<file path="src/rtl/crclf_pkg.sv">
// Package for the length-prefixed CRC-16 byte framer.
// Holds the frame constants, the output slot type and the CRC byte update.
// No dependencies.
`timescale 1ns / 1ps

package crclf_pkg;

    localparam logic [15:0] CRC_INIT   = 16'hFFFF;
    localparam logic [15:0] CRC_POLY   = 16'h1021;
    localparam logic [15:0] CRC_TOPBIT = 16'h8000;
    localparam logic [7:0]  MARK_FIRST  = 8'hAA;
    localparam logic [7:0]  MARK_SECOND = 8'h55;

    typedef enum logic [6:0] {
        S_HDR0   = 7'b000_0001,
        S_HDR1   = 7'b000_0010,
        S_LEN_HI = 7'b000_0100,
        S_LEN_LO = 7'b000_1000,
        S_DATA   = 7'b001_0000,
        S_CRC_HI = 7'b010_0000,
        S_CRC_LO = 7'b100_0000
    } t_slot;

    function automatic logic [15:0] crc_byte_update(input logic [15:0] crc,
                                                    input logic [7:0]  b);
        logic [15:0] c;
        c = crc ^ {b, 8'h00};
        for (int i = 0; i < 8; i++) begin
            if ((c & CRC_TOPBIT) != 16'h0000) begin
                c = {c[14:0], 1'b0} ^ CRC_POLY;
            end else begin
                c = {c[14:0], 1'b0};
            end
        end
        return c;
    endfunction

endpackage

</file>
<file path="src/rtl/crc16_length_framer.sv">
// Top level of the length-prefixed framer with CRC-16/CCITT-FALSE.
// Uses crclf_pkg for constants, the slot type and the CRC byte update.
//
//   channel | direction | handshake         | beat
//   input   | in        | i_valid / o_stall | i_payload_byte, i_frame_length
//   output  | out       | o_valid / i_stall | o_out_byte, o_last_of_frame
//
// One output beat per cycle at most, while i_stall is low. A mid-frame payload byte yields
// one output byte, a frame's first byte five (header, length, data), and a frame's last
// byte two more for the CRC.
// The next beat is taken in the cycle the current one's final byte is loaded into the output register.
// Synchronous active-low reset returns the framer to idle with CRC 0xFFFF.
// A zero length at idle is taken and dropped without output.
`timescale 1ns / 1ps

module crc16_length_framer (
    input  logic       i_clk,
    input  logic       i_rst_n,
    input  logic       i_valid,
    output logic       o_stall,
    input  logic [7:0] i_payload_byte,
    input  logic [15:0] i_frame_length,
    output logic       o_valid,
    input  logic       i_stall,
    output logic [7:0] o_out_byte,
    output logic       o_last_of_frame
);
    import crclf_pkg::*;

    logic [15:0] r_crc,        n_crc;
    logic [15:0] r_remaining,  n_remaining;
    logic        r_item_valid, n_item_valid;
    t_slot       r_slot,       n_slot;
    logic        r_out_valid,  n_out_valid;

    logic [7:0]  r_item_byte;
    logic [15:0] r_item_len;
    logic [15:0] r_item_crc;
    logic        r_item_tail;
    logic [7:0]  r_out_byte,   n_out_byte;
    logic        r_out_last,   n_out_last;

    logic        w_idle;
    logic        w_drop;
    logic        w_accept;
    logic        w_load;
    logic        w_advance;
    logic        w_last_slot;
    logic [15:0] w_crc_new;
    logic [15:0] w_rem_new;
    logic        w_tail;
    t_slot       w_slot_after;

    assign w_idle      = (r_remaining == 16'h0000);
    assign w_drop      = w_idle && (i_frame_length == 16'h0000);
    assign w_advance   = r_item_valid && (!r_out_valid || !i_stall);
    assign w_last_slot = ((r_slot == S_DATA) && !r_item_tail) || (r_slot == S_CRC_LO);
    assign o_stall     = r_item_valid && !(w_advance && w_last_slot);
    assign w_accept    = i_valid && !o_stall;
    assign w_load      = w_accept && !w_drop;

    assign w_crc_new = crc_byte_update(w_idle ? CRC_INIT : r_crc, i_payload_byte);
    assign w_rem_new = (w_idle ? i_frame_length : r_remaining) - 16'h0001;
    assign w_tail    = (w_rem_new == 16'h0000);

    always_comb begin
        n_out_byte   = r_out_byte;
        n_out_last   = 1'b0;
        w_slot_after = S_DATA;
        unique case (r_slot)
            S_HDR0: begin
                n_out_byte   = MARK_FIRST;
                w_slot_after = S_HDR1;
            end
            S_HDR1: begin
                n_out_byte   = MARK_SECOND;
                w_slot_after = S_LEN_HI;
            end
            S_LEN_HI: begin
                n_out_byte   = r_item_len[15:8];
                w_slot_after = S_LEN_LO;
            end
            S_LEN_LO: begin
                n_out_byte   = r_item_len[7:0];
                w_slot_after = S_DATA;
            end
            S_DATA: begin
                n_out_byte   = r_item_byte;
                w_slot_after = S_CRC_HI;
            end
            S_CRC_HI: begin
                n_out_byte   = r_item_crc[15:8];
                w_slot_after = S_CRC_LO;
            end
            S_CRC_LO: begin
                n_out_byte   = r_item_crc[7:0];
                n_out_last   = 1'b1;
                w_slot_after = S_DATA;
            end
            default: begin
                n_out_byte   = r_out_byte;
                w_slot_after = S_DATA;
            end
        endcase
        if (!w_advance) begin
            n_out_byte = r_out_byte;
            n_out_last = r_out_last;
        end
    end

    always_comb begin
        n_crc        = r_crc;
        n_remaining  = r_remaining;
        n_item_valid = r_item_valid;
        n_slot       = r_slot;
        n_out_valid  = w_advance || (r_out_valid && i_stall);
        if (w_advance) begin
            if (w_last_slot) begin
                n_item_valid = 1'b0;
            end else begin
                n_slot = w_slot_after;
            end
        end
        if (w_load) begin
            n_crc        = w_tail ? CRC_INIT : w_crc_new;
            n_remaining  = w_rem_new;
            n_item_valid = 1'b1;
            n_slot       = w_idle ? S_HDR0 : S_DATA;
        end
    end

    always_ff @(posedge i_clk) begin
        if (!i_rst_n) begin
            r_crc        <= CRC_INIT;
            r_remaining  <= 16'h0000;
            r_item_valid <= 1'b0;
            r_slot       <= S_DATA;
            r_out_valid  <= 1'b0;
        end else begin
            r_crc        <= n_crc;
            r_remaining  <= n_remaining;
            r_item_valid <= n_item_valid;
            r_slot       <= n_slot;
            r_out_valid  <= n_out_valid;
        end
    end

    always_ff @(posedge i_clk) begin
        if (w_load) begin
            r_item_byte <= i_payload_byte;
            r_item_len  <= i_frame_length;
            r_item_crc  <= w_crc_new;
            r_item_tail <= w_tail;
        end
        r_out_byte <= n_out_byte;
        r_out_last <= n_out_last;
    end

    assign o_valid         = r_out_valid;
    assign o_out_byte      = r_out_byte;
    assign o_last_of_frame = r_out_last;

endmodule

</file>
<file path="config.mk">
export PLATFORM = sky130hd
export DESIGN_NAME = crc16_length_framer
export DESIGN_NICKNAME = d
export VERILOG_FILES = /design/src/rtl/crclf_pkg.sv /design/src/rtl/crc16_length_framer.sv
export SDC_FILE = /design/constraint.sdc
export NUM_CORES = 1
export LEC_CHECK = 0
export CAP_MARGIN = 40
export CORE_MARGIN = 2
export CORE_UTILIZATION = 30
export DETAILED_ROUTE_END_ITERATION = 8
export DONT_BUFFER_PORTS = 1
export PLACE_DENSITY_LB_ADDON = 0.25
export SYNTH_ARGS = -nofsm -noshare
export SYNTH_HDL_FRONTEND = slang
export SYNTH_SLANG_ARGS = --single-unit
</file>
<file path="constraint.sdc">
create_clock -name i_clk -period 4.4 [get_ports i_clk]
set_input_delay 0.88 -clock i_clk [delete_from_list [all_inputs] [get_ports i_clk]]
set_output_delay 0.88 -clock i_clk [all_outputs]
set_load 0.02 [all_outputs]
</file>
Word level (Yosys, flattened, before mapping)
Cells that the tools add are included.
{"block": "op_classes", "n_addsub": 1, "n_eq_ne": 8, "mux": 21, "bitwise": 9, "n_reduce_logical": 26}
{"operator": "13-bit 2-to-1 mux", "n": 8}
{"operator": "8-bit case mux with 7 select lines", "n": 1}
{"operator": "16-bit logical NOT", "n": 3}
{"operator": "16-bit 2-to-1 mux", "n": 3}
{"operator": "7-bit case mux with 5 select lines", "n": 1}
{"operator": "3-bit inverter", "n": 8}
{"operator": "7-bit 2-to-1 mux", "n": 3}
{"operator": "16-bit by 1-bit subtractor with 16-bit output (second input constant)", "n": 1}
{"operator": "16-bit XOR", "n": 1}
{"operator": "1-bit logical AND", "n": 8}
{"operator": "7-bit by 1-bit equality test with 1-bit output (second input constant)", "n": 1}
{"operator": "7-bit by 2-bit equality test with 1-bit output (second input constant)", "n": 1}
{"operator": "7-bit by 3-bit equality test with 1-bit output (second input constant)", "n": 1}
{"operator": "7-bit by 4-bit equality test with 1-bit output (second input constant)", "n": 1}
{"operator": "7-bit by 5-bit equality test with 1-bit output (second input constant)", "n": 1}
{"operator": "7-bit by 6-bit equality test with 1-bit output (second input constant)", "n": 1}
{"operator": "7-bit equality test (second input constant)", "n": 1}
{"operator": "7-bit nonzero test", "n": 1}
{"operator": "1-bit logical NOT", "n": 6}
{"operator": "2-bit AND reduction", "n": 3}
{"operator": "5-bit 2-to-1 mux", "n": 1}
{"operator": "1-bit 2-to-1 mux", "n": 4}
{"operator": "2-bit nonzero test", "n": 2}
{"operator": "1-bit logical OR", "n": 3}
{"operator": "2-bit inequality test (second input constant)", "n": 1}
{"block": "word_totals", "ff_bits": 91, "output_inout_bits": 11, "word_cells": 76}

Depth between registers and ports, before layout
Gate-level depths: netlist (run 1).
{"block": "depth", "depth_word": 20, "ltp_mapped": 17, "depth_no_buf": 12}

Least setup slack after synthesis (run 1)
No wires, ideal clock.
{"block": "synth_path", "path_type": "flip-flop to flip-flop", "startpoint": "register r_remaining[0]", "endpoint": "register r_item_tail, data pin", "setup_ns": 0.253, "arrival_ns": 3.454, "setup_slack_ns": 0.693, "path_stages_with_launch": 17, "period_less_slack_ns": 3.707, "path_cell_list": "dfxtp_1 > or4_4 > nor3_4 > and2_1 > buf_2 > buf_2 > buf_2 > a21oi_1 > ha_1 > nand4b_1 > a31o_2 > a21oi_1 > mux2_2 > o2111a_1 > nand4_2 > buf_6 > inv_1"}
{"block": "synth_via", "elab_chain_len": 4}
{"item": "start, declared", "line": "crc16_length_framer.sv:31", "source": "logic [15:0] r_remaining, n_remaining;"}
{"item": "start signal, assigned", "line": "crc16_length_framer.sv:141", "source": "r_remaining <= n_remaining;"}
{"item": "16-bit logical NOT", "line": "crc16_length_framer.sv:54", "source": "assign w_idle = (r_remaining == 16'h0000);"}
{"item": "16-bit 2-to-1 mux *", "line": "crc16_length_framer.sv:63", "source": "assign w_rem_new = (w_idle ? i_frame_length : r_remaining) - 16'h0001;"}
{"item": "16-bit by 1-bit subtractor with 16-bit output *", "line": "crc16_length_framer.sv:63"}
{"item": "16-bit logical NOT *", "line": "crc16_length_framer.sv:64", "source": "assign w_tail = (w_rem_new == 16'h0000);"}
{"item": "named net w_tail", "line": "crc16_length_framer.sv:51", "source": "logic w_tail;"}
{"item": "end signal, assigned", "line": "crc16_length_framer.sv:153", "source": "r_item_tail <= w_tail;"}
{"item": "end, declared", "line": "crc16_length_framer.sv:39", "source": "logic r_item_tail;"}
Mark *: on every way through the listed nets, which the timed path passes. The rest lies on a longest branch.
A chain may end at the register's enable or synchronous reset.

Worst setup path after layout (run 1)
{"block": "layout_path", "startpoint": "register r_remaining[6]", "endpoint": "register r_item_tail, data pin"}
{"block": "layout_via", "elab_chain_len": 4}
{"item": "16-bit logical NOT", "line": "crc16_length_framer.sv:54"}
{"item": "16-bit 2-to-1 mux", "line": "crc16_length_framer.sv:63"}
{"item": "16-bit by 1-bit subtractor with 16-bit output", "line": "crc16_length_framer.sv:63"}
{"item": "named net w_rem_new[0]", "line": "crc16_length_framer.sv:50", "source": "logic [15:0] w_rem_new;"}
{"item": "16-bit logical NOT", "line": "crc16_length_framer.sv:64"}
{"item": "named net w_tail", "line": "crc16_length_framer.sv:51"}
The timed path passes the listed nets, and every way through them passes these cells.

==> results of run 1 <==
[registers in the layout, summed over array words and instances (netlist names)]
name and flops:
o_out_byte 8, r_item_valid 1, r_item_byte 8, r_remaining 16
r_slot 7, o_valid 1, r_item_tail 1, o_last_of_frame 1
r_crc 16, r_item_len 16, r_item_crc 16
[worst max-delay path, stage by stage (launching register included)]
cell and delay (ns):
dfxtp_1 0.47, or3_1 0.28, nor3_4 0.05, and2_1 0.17
a21oi_1 0.23, ha_1 0.35, nand4b_1 0.18, a31o_2 0.28
a21oi_1 0.29, mux2_2 0.37, o2111a_1 0.25, nand4_2 0.40
inv_1 0.07
[layer usage]
layer	wire (um)	track usage, %
met5	0	0
met2	5770	24.4
met1	5670	21.7
met3	899	4.31
met4	260	6.21
[area by class of cell]
class                   count  area (sq um)
clock buffers              11           243
clock inverters             5          85.1
fillers                  1531          9920
inverters                   7          26.3
multi-input cells         343          2140
flip-flops and latches     91          2320
well taps                 188           235
repair buffers              8          60.1
[cells by family (layout without fill, tap and decap cells)]
group                      count (synthesis)  in the layout  share of synthesized area, %
buffers and inverters                     25             31                          2.41
AOI/OAI and AO/OA                        116            116                          18.3
xor gates and xnor gates                  34             34                          6.52
and+or+nand+nor                          186            186                          20.3
adders and majority gates                  2              2                         0.547
muxes                                      5              5                          1.12
DFF                                       91             91                          50.8
[report_power, final]
| part | leakage [nW] | internal, W | total (W) | switching, W |
|---|---|---|---|---|
| Clock | 0.162 | 0.000518 | 0.000852 | 0.000335 |
| Sequential | 0.819 | 0.00124 | 0.00144 | 0.000203 |
| Combinational | 0.872 | 0.000899 | 0.00235 | 0.00145 |
[stage by stage]
stage	area [sq um]	std cells	hold slack [ns]	power (W)
CTS	5110	653	0.496	0.00463
finish	5110	653	0.496	0.00464
detailed placement	4780	637	0.480	0.00377
global route	5110	653	0.522	0.00494
floorplan	4570	459	0.457	0.00318
global placement	4780	637	0.472	0.00376
[cell usage in the layout, fill, tap and decap left out, drive strengths merged, types with 4 or more instances in the layout]
| master | instances |
|---|---|
| nand2 | 33 |
| nor2 | 78 |
| or2 | 4 |
| a21oi | 32 |
| edfxtp | 50 |
| a222oi | 4 |
| a21boi | 7 |
| a22oi | 13 |
| and3 | 5 |
| buf | 8 |
| xor2 | 7 |
| inv | 8 |
| nor4 | 7 |
| clkbuf | 11 |
| a31o | 6 |
| nand3 | 13 |
| nor3 | 8 |
| nand2b | 5 |
| dfxtp | 41 |
| nand4 | 7 |
| and2 | 8 |
| a21o | 4 |
| mux2i | 4 |
| o21ai | 18 |
| xnor2 | 27 |
| a31oi | 9 |
[Yosys cell counts, types with 6 or more instances]
master and instances:
and2_1 8, xor2_1 7, a31o_2 6, dfxtp_1 41, o21ai_0 18, a21oi_2 9
nand2_1 33, nand4_1 6, nor3_1 7, xnor2_1 27, inv_1 6, clkbuf_1 12
a22oi_1 13, nand3_1 12, a31oi_1 9, nor2_1 78, nor4_1 7, edfxtp_1 50
a21oi_1 23
[worst paths after layout]
kind	from	end	slack, ns	cells after the start
setup / recovery	r_remaining[6]	r_item_tail	0.73	12
hold reg to reg	r_crc[12]	r_crc[12]	0.50	2
setup reg to reg	r_remaining[6]	r_item_tail	0.73	12
hold / removal	r_crc[12]	r_crc[12]	0.50	2
==> impl_metrics.py, run 1 <==
metrics = {
    "status": {
        "status": "finished clean",
    },
    "place": {
        "port_buffers": 0,
        "routabilityCongestion": 0.948,
        "dpl_worst_slack_ns": 0.772,
        "hpwl_um": 9090,
    },
    "die": {
        "die_w_um": 127,
        "io_pins": 39,
        "die-height_um": 127,
        "rows": 45,
        "core_area_sq_mm": 0.0150,
        "die_area_sq_mm": 0.0162,
        "start_util_pct": 30.4,
    },
    "synthesis": {
        "synth-edff-count": 50,
        "syn_area_sq_mm": 0.00457,
        "synth_seq_area_share_pct": 50.8,
        "synth_warnings": 0,
        "synth_top_area_share_pct": 32.8,
        "yosysTopAreaCell": "edfxtp_1",
        "synthCells": 459,
        "synth_top_cells_by_area": "edfxtp_1, dfxtp_1, nor2_1",
        "ys_types": 66,
        "synthFlopType": "edfxtp_1",
        "synth-seq-cells": 91,
        "async_flop_share_pct": 0,
        "synth_fp_nets": 489,
        "syn_area_per_cell_sq_um": 9.96,
    },
    "layout": {
        "drive_above_1_share_pct": 11.0,
        "fin_nets": 490,
        "fin_util_pct": 34.0,
        "area_growth_pct": 11.8,
        "antennaDiodeCount": 0,
    },
    "global_route": {
        "grt_pass1_wl_um": 19700,
        "grt_overflow_total": 0,
        "grt_use_total_pct": 16.0,
        "grt_pass1_vias": 3458,
        "grt_max_degree": 43,
        "antenna_found_initial": 0,
    },
    "cts": {
        "ctsResizeCount": 0,
        "clockRootBuffer": "clkbuf_16",
        "clock_latency_ns": 0.35,
        "cts_hold_buf": 0,
        "h-tree-depth": 3,
        "cts_buffers": 9,
        "clockBufferDepth": 2,
        "cts_sinks": 91,
        "cts_tree": "built",
        "cts_setup_buffers": 0,
        "clkTransAtPathRegs_ns": 0.07,
    },
    "timing": {
        "tightest_slew_ns": 0.763,
        "clock.fmax_mhz": 273,
        "setup_violations": 0,
        "rsz0062_at_grt": "false",
        "period_needed_ns": 3.67,
        "setup_ws_ns": 0.733,
        "hold_viol": 0,
        "drv_slew": 0,
        "fin_crit_sh_pct": 83.3,
        "finClkSkew_ns": 0.00632,
        "finalSetupTns_ns": 0,
        "slew_headroom_pct": 49.0,
    },
    "critical_path": {
        "start_kind": "register",
        "timing.critical_path.to_type": "register",
        "critPathMaxFanout": 17,
        "worst-endpoint-arrival_ns": 3.75,
        "critical_path_class": "reg -> reg",
        "required_ns": 4.49,
    },
    "power": {
        "ir_worst_vdd_v": 0.000397,
        "power.density_mw_per_mm2": 909,
        "leakage_nw": 1.85,
    },
    "detailed_routing": {
        "via_per_inst": 5.41,
        "firstDrtPassIters": 6,
        "drt_iter0_markers": 337,
        "wire_per_inst_um": 19.3,
        "antenna_left": 0,
        "via_count": 3534,
        "routed_wl_um": 12600,
        "drc_errors": 0,
    },
    "min_path": {
        "hold_class": "reg -> reg",
    },
    "run": {
        "drv_cap": 0,
    },
}
Power figures use the tool's default switching activity.
==> inputs of run 2 (changes only) <==
- ABC_AREA: not set -> 1
- clock period: 4.4 -> 3.4 ns (I/O delays scaled with it)
==> run 2 against run 1 <==
  * First-iteration DRC count grew 3.6%
  * Clock skew is essentially flat
  * Via count grew 11%
  * Non-clock buffer count grew 3
  * Synthesized cell count grew 29%
  * Global-route usage shrank 0.82 points
  * Largest cell class unchanged
==> impl_metrics.py, run 2 <==
metrics = {
    "status": {
        "status": "finished clean",
    },
    "timing": {
        "hold_viol": 0,
        "finalSetupTns_ns": 0,
        "clock.fmax_mhz": 329,
        "slew_headroom_pct": 61.0,
        "setup_violations": 0,
        "drv_slew": 0,
        "finClkSkew_ns": 0.00589,
        "period_needed_ns": 3.04,
        "rsz0062_at_grt": "false",
        "tightest_slew_ns": 0.580,
        "fin_crit_sh_pct": 89.3,
    },
    "synthesis": {
        "yosysMostFrequentCell": "nand2_1",
        "ys_types": 40,
        "syn_area_per_cell_sq_um": 8.17,
        "synth_fp_nets": 623,
        "synth_seq_area_share_pct": 47.9,
        "synthCells": 593,
        "yosysTopAreaCell": "edfxtp_1",
        "synth_top_cells_by_area": "edfxtp_1, dfxtp_1, nand2_1",
        "synth_top_area_share_pct": 31.0,
        "synthTopCellsByCount": "nand2_1, inv_1, nor2_1",
        "synth-seq-cells": 91,
        "async_flop_share_pct": 0,
        "synth_warnings": 0,
        "synth-edff-count": 50,
        "synthFlopType": "edfxtp_1",
        "syn_area_sq_mm": 0.00485,
    },
    "die": {
        "rows": 46,
        "die_area_sq_mm": 0.0172,
        "die-height_um": 131,
        "start_util_pct": 30.6,
        "die_w_um": 131,
        "io_pins": 39,
        "core_area_sq_mm": 0.0158,
    },
    "layout": {
        "multi_input_area_sq_mm": 0.00220,
        "antennaDiodeCount": 0,
        "seqCellArea_sq_mm": 0.00232,
        "final_cell_mix": "nand2_1, inv_1, nor2_1",
        "layout_commonest_cell": "nand2_1",
        "stdcell_area_sq_mm": 0.00541,
        "fin_nets": 630,
        "area_growth_pct": 11.5,
        "drive_above_1_share_pct": 11.4,
        "fin_cells": 821,
        "fillers": 1633,
    },
    "cts": {
        "cts_setup_buffers": 0,
        "clock_latency_ns": 0.34,
        "cts_buffers": 9,
        "cts_sinks": 91,
        "cts_tree": "built",
        "h-tree-depth": 3,
        "clkTransAtPathRegs_ns": 0.06,
        "clockRootBuffer": "clkbuf_16",
        "clockBufferDepth": 2,
    },
    "place": {
        "placed_cells": 805,
        "port_buffers": 0,
        "dpl-instance-area_sq_mm": 0.00512,
        "hpwl_um": 9740,
        "routabilityCongestion": 0.880,
    },
    "detailed_routing": {
        "drt_iter0_markers": 349,
        "routed_wl_um": 12800,
        "via_per_inst": 4.78,
        "wire_per_inst_um": 15.5,
        "firstDrtPassIters": 5,
        "drc_errors": 0,
        "antenna_left": 0,
        "via_count": 3923,
    },
    "global_route": {
        "antenna_found_initial": 0,
        "grt_pass1_vias": 3837,
        "grt_overflow_total": 0,
        "grt_pass1_wl_um": 20300,
        "grt_use_total_pct": 15.2,
        "grt_max_degree": 33,
    },
    "critical_path": {
        "worst-endpoint-arrival_ns": 3.32,
        "critical_path_class": "reg -> reg",
        "critPathMaxFanout": 15,
        "timing.critical_path.to_type": "register",
        "start_kind": "register",
        "required_ns": 3.68,
    },
    "min_path": {
        "hold_class": "in -> reg",
    },
    "run": {
        "drv_cap": 0,
    },
}
run 2: critical path: stages (launching register included):
cell,delay (ns)
dfxtp_1,0.31
nor2_1,0.17
nand2_1,0.12
nor2_4,0.26
nand2_2,0.24
inv_2,0.10
nand2_1,0.08
nand2_4,0.11
inv_2,0.05
ha_1,0.26
nand3_1,0.13
nor2_1,0.07
nand2_1,0.10
inv_1,0.09
nand2_1,0.08
nand2_1,0.04
nand2_1,0.08
nand2_1,0.08
nor2_2,0.13
nand3_4,0.21
nand2_1,0.13
nand2_1,0.05
nand2_1,0.06
run 2: timing repair:
item | 4_1_cts | 5_1_grt
hold buffers | 0 | 0
setup endpoints to repair | 0 | 15
resized for setup | 0 | 1
run 2: through the flow:
stage | util [%] | worst slack, ns | hold slack, ns
after floorplan | - | 0.844 | 0.432
after global placement | 32.3 | 0.331 | 0.441
after detailed placement | 32.3 | 0.281 | 0.445
after CTS | 34.1 | 0.260 | 0.414
after global routing | 34.2 | 0.0470 | 0.413
final | 34.2 | 0.364 | 0.429
run 2: layer usage:
metal / GRT usage (%) / wire (um) / vias up
li1: - / - / 1961
met1: 19.3 / 5580 / 1792
met2: 23.5 / 5660 / 146
met3: 5.71 / 1170 / 24
met4: 5.74 / 354 / 0
met5: 0 / 0 / -
run 2: path summary, 6_finish.rpt:
check	from	endpoint	slack, ns	depth (start not counted)
max	r_remaining[11]	r_crc[8]	0.36	22
min	i_rst_n	r_slot[4]	0.43	1
max reg2reg	r_remaining[11]	r_crc[8]	0.36	22
min reg2reg	r_crc[9]	r_crc[9]	0.46	2
run 2: layout make-up:
type | count | share of cell area (%)
clock inverters | 2 | 0.139
repair buffers | 11 | 1.76
multi-input cells | 425 | 40.8
inverters | 62 | 4.30
flip-flops and latches | 91 | 43.0
clock buffers | 14 | 5.09
well taps | 216 | 5.00
run 2: cell families after synthesis:
group           share of synthesized area (%)
compound gates                           7.61
fa+ha+maj                               0.516
xor+xnor                                 4.28
simple gates                             32.9
flops                                    47.9
buf+inv                                  6.79
Power of run 2 is not shown: default switching activity piles up to over one toggle a cycle in this logic, so the estimate is an artifact.
==> inputs of run 3 (changes only) <==
- REMOVE_ABC_BUFFERS: not set -> 1
- clock period: 3.4 -> 3 ns (I/O delays scaled with it)
==> run 3 against run 2 <==
  * Via count is 1.6% higher
  * Die area unchanged
  * Hold slack worse by 0.088 ns
  * Critical path depth is 1 higher
  * Utilization rose by 0.67 points
  * First-iteration DRC count decreased by 8.0%
  * Cell area increased by 2.0%
  * Routed wire length increased by 2.3%
  * Fmax up 12%
  * Critical path type unchanged
  * Critical endpoint unchanged
  * Largest cell class unchanged
  * Highest routed layer unchanged
==> impl_metrics.py, run 3 (synthesized netlist as in run 2, its figures left out) <==
metrics = {
    "timing": {
        "slew_headroom_pct": 40.8,
        "drv_slew": 0,
        "hold_viol": 0,
        "finClkSkew_ns": 0.00982,
        "rsz0062_at_grt": "false",
        "setup_violations": 0,
        "period_needed_ns": 2.70,
        "tightest_slew_ns": 0.889,
        "clock.fmax_mhz": 370,
        "fin_crit_sh_pct": 90.1,
    },
    "global_route": {
        "antenna_found_initial": 0,
        "grt_use_total_pct": 15.4,
        "grt_overflow_total": 0,
        "grt_pass1_vias": 3861,
        "grt_pass1_wl_um": 20800,
        "grt_max_degree": 31,
    },
    "detailed_routing": {
        "wire_per_inst_um": 15.7,
        "drc_errors": 0,
        "firstDrtPassIters": 5,
        "drt_iter0_markers": 321,
        "routed_wl_um": 13100,
        "via_per_inst": 4.79,
        "via_count": 3984,
        "antenna_left": 0,
    },
    "min_path": {
        "hold_class": "in -> reg",
        "hold_path_depth": 1,
    },
    "place": {
        "routabilityCongestion": 0.940,
        "port_buffers": 0,
        "dpl-instance-area_sq_mm": 0.00519,
        "hpwl_um": 9770,
    },
    "cts": {
        "clockRootBuffer": "clkbuf_16",
        "clkTransAtPathRegs_ns": 0.07,
        "clockBufferDepth": 2,
        "cts_buffers": 9,
        "cts_tree": "built",
        "cts_hold_buf": 0,
        "cts_sinks": 91,
        "clock_latency_ns": 0.35,
        "h-tree-depth": 3,
    },
    "critical_path": {
        "reg2reg_depth": 23,
        "timing.critical_path.to_type": "register",
        "reg2reg_setup_slack_ns": 0.30,
        "critPathMaxFanout": 15,
        "critical_path_class": "reg -> reg",
        "worst-endpoint-arrival_ns": 3.00,
        "start_kind": "register",
        "required_ns": 3.29,
    },
    "layout": {
        "stdcell_area_sq_mm": 0.00551,
        "layout_commonest_cell": "nand2_1",
        "drive_above_1_share_pct": 13.7,
        "area_growth_pct": 13.7,
        "antennaDiodeCount": 0,
        "fillers": 1621,
        "seqCellArea_sq_mm": 0.00232,
        "multi_input_area_sq_mm": 0.00221,
        "fin_nets": 640,
        "final_cell_mix": "nand2_1, inv_1, edfxtp_1",
    },
    "die": {
        "io_pins": 39,
        "die_area_sq_mm": 0.0172,
        "die_w_um": 131,
        "start_util_pct": 30.6,
        "die-height_um": 131,
        "core_area_sq_mm": 0.0158,
        "rows": 46,
    },
    "status": {
        "status": "finished clean",
    },
    "run": {
        "drv_cap": 0,
    },
}
==> run 3: cell types whose count changed in the layout (fill, tap and decap cells not counted), moves of 2 or more <==
cell      change
nor2_1        -3
nor2_2        +2
buf_4        +10
clkinv_1      -2
clkinv_4      +2
==> run 3: what timing repair did <==
action | in CTS | in global routing
endpoints found under the setup margin | 0 | 19
endpoints found under the hold margin | 0 | 0
setup buffers | 0 | 0
gates resized for setup | 0 | 4
==> run 3: worst max-delay path, stage by stage, from the launching register on <==
cell and delay [ns]:
dfxtp_1 0.33, nor2_1 0.09, nand2_1 0.12, nor2_4 0.26, nand2_2 0.10, inv_2 0.07
nand2_1 0.08, nand2_4 0.12, inv_2 0.06, ha_1 0.24, nand3_1 0.11, nor2_1 0.07
nand2_1 0.09, inv_1 0.08, nand2_1 0.07, nand2_1 0.04, nand2_1 0.08, nand2_1 0.07
nor2_2 0.10, nand3_2 0.11, buf_12 0.17, nand2_1 0.06, nand2_1 0.05, nand2_1 0.06
==> run 3: layout make-up <==
type,count,area share [%]
clock buffer,13,4.74
clock inverter,3,0.862
inverter,62,4.22
multi-input combinational,425,40.1
sequential,91,42.1
tap,216,4.90
timing repair buffer,21,3.09
==> run 3: path summary, 6_finish.rpt <==
path / start / end
worst max-delay path: r_remaining[6] / r_crc[8]
worst min-delay path: i_rst_n / r_slot[4]
worst max register to register: r_remaining[6] / r_crc[8]
worst min register to register: r_crc[5] / r_crc[5]
==> run 3: layer usage <==
metal	vias up	wire length, um	track usage, %	share of wire (%)
met2	115	5900	23.7	45
met1	1859	5910	20.8	45
met5	-	0	0	0
met3	23	902	4.24	6.9
li1	1987	-	-	-
met4	0	346	5.56	2.7
==> run 3: through the flow <==
| stage | util, % | setup WS [ns] | hold WS, ns | TNS (ns) | instances |
|---|---|---|---|---|---|
| 3_5_place_dp | 32.8 | 0.193 | 0.447 | 0 | 815 |
| 3_3_place_gp | 32.8 | 0.184 | 0.441 | 0 | 814 |
| 4_1_cts | 34.8 | 0.157 | 0.333 | 0 | 831 |
| 6_report | 34.8 | 0.296 | 0.341 | 0 | 831 |
| 5_1_grt | 34.8 | 0.0159 | 0.328 | 0 | 831 |
| 2_1_floorplan | - | -0.735 | 0.432 | -27.25 | 578 |
Power of run 3 is left out for the same reason.
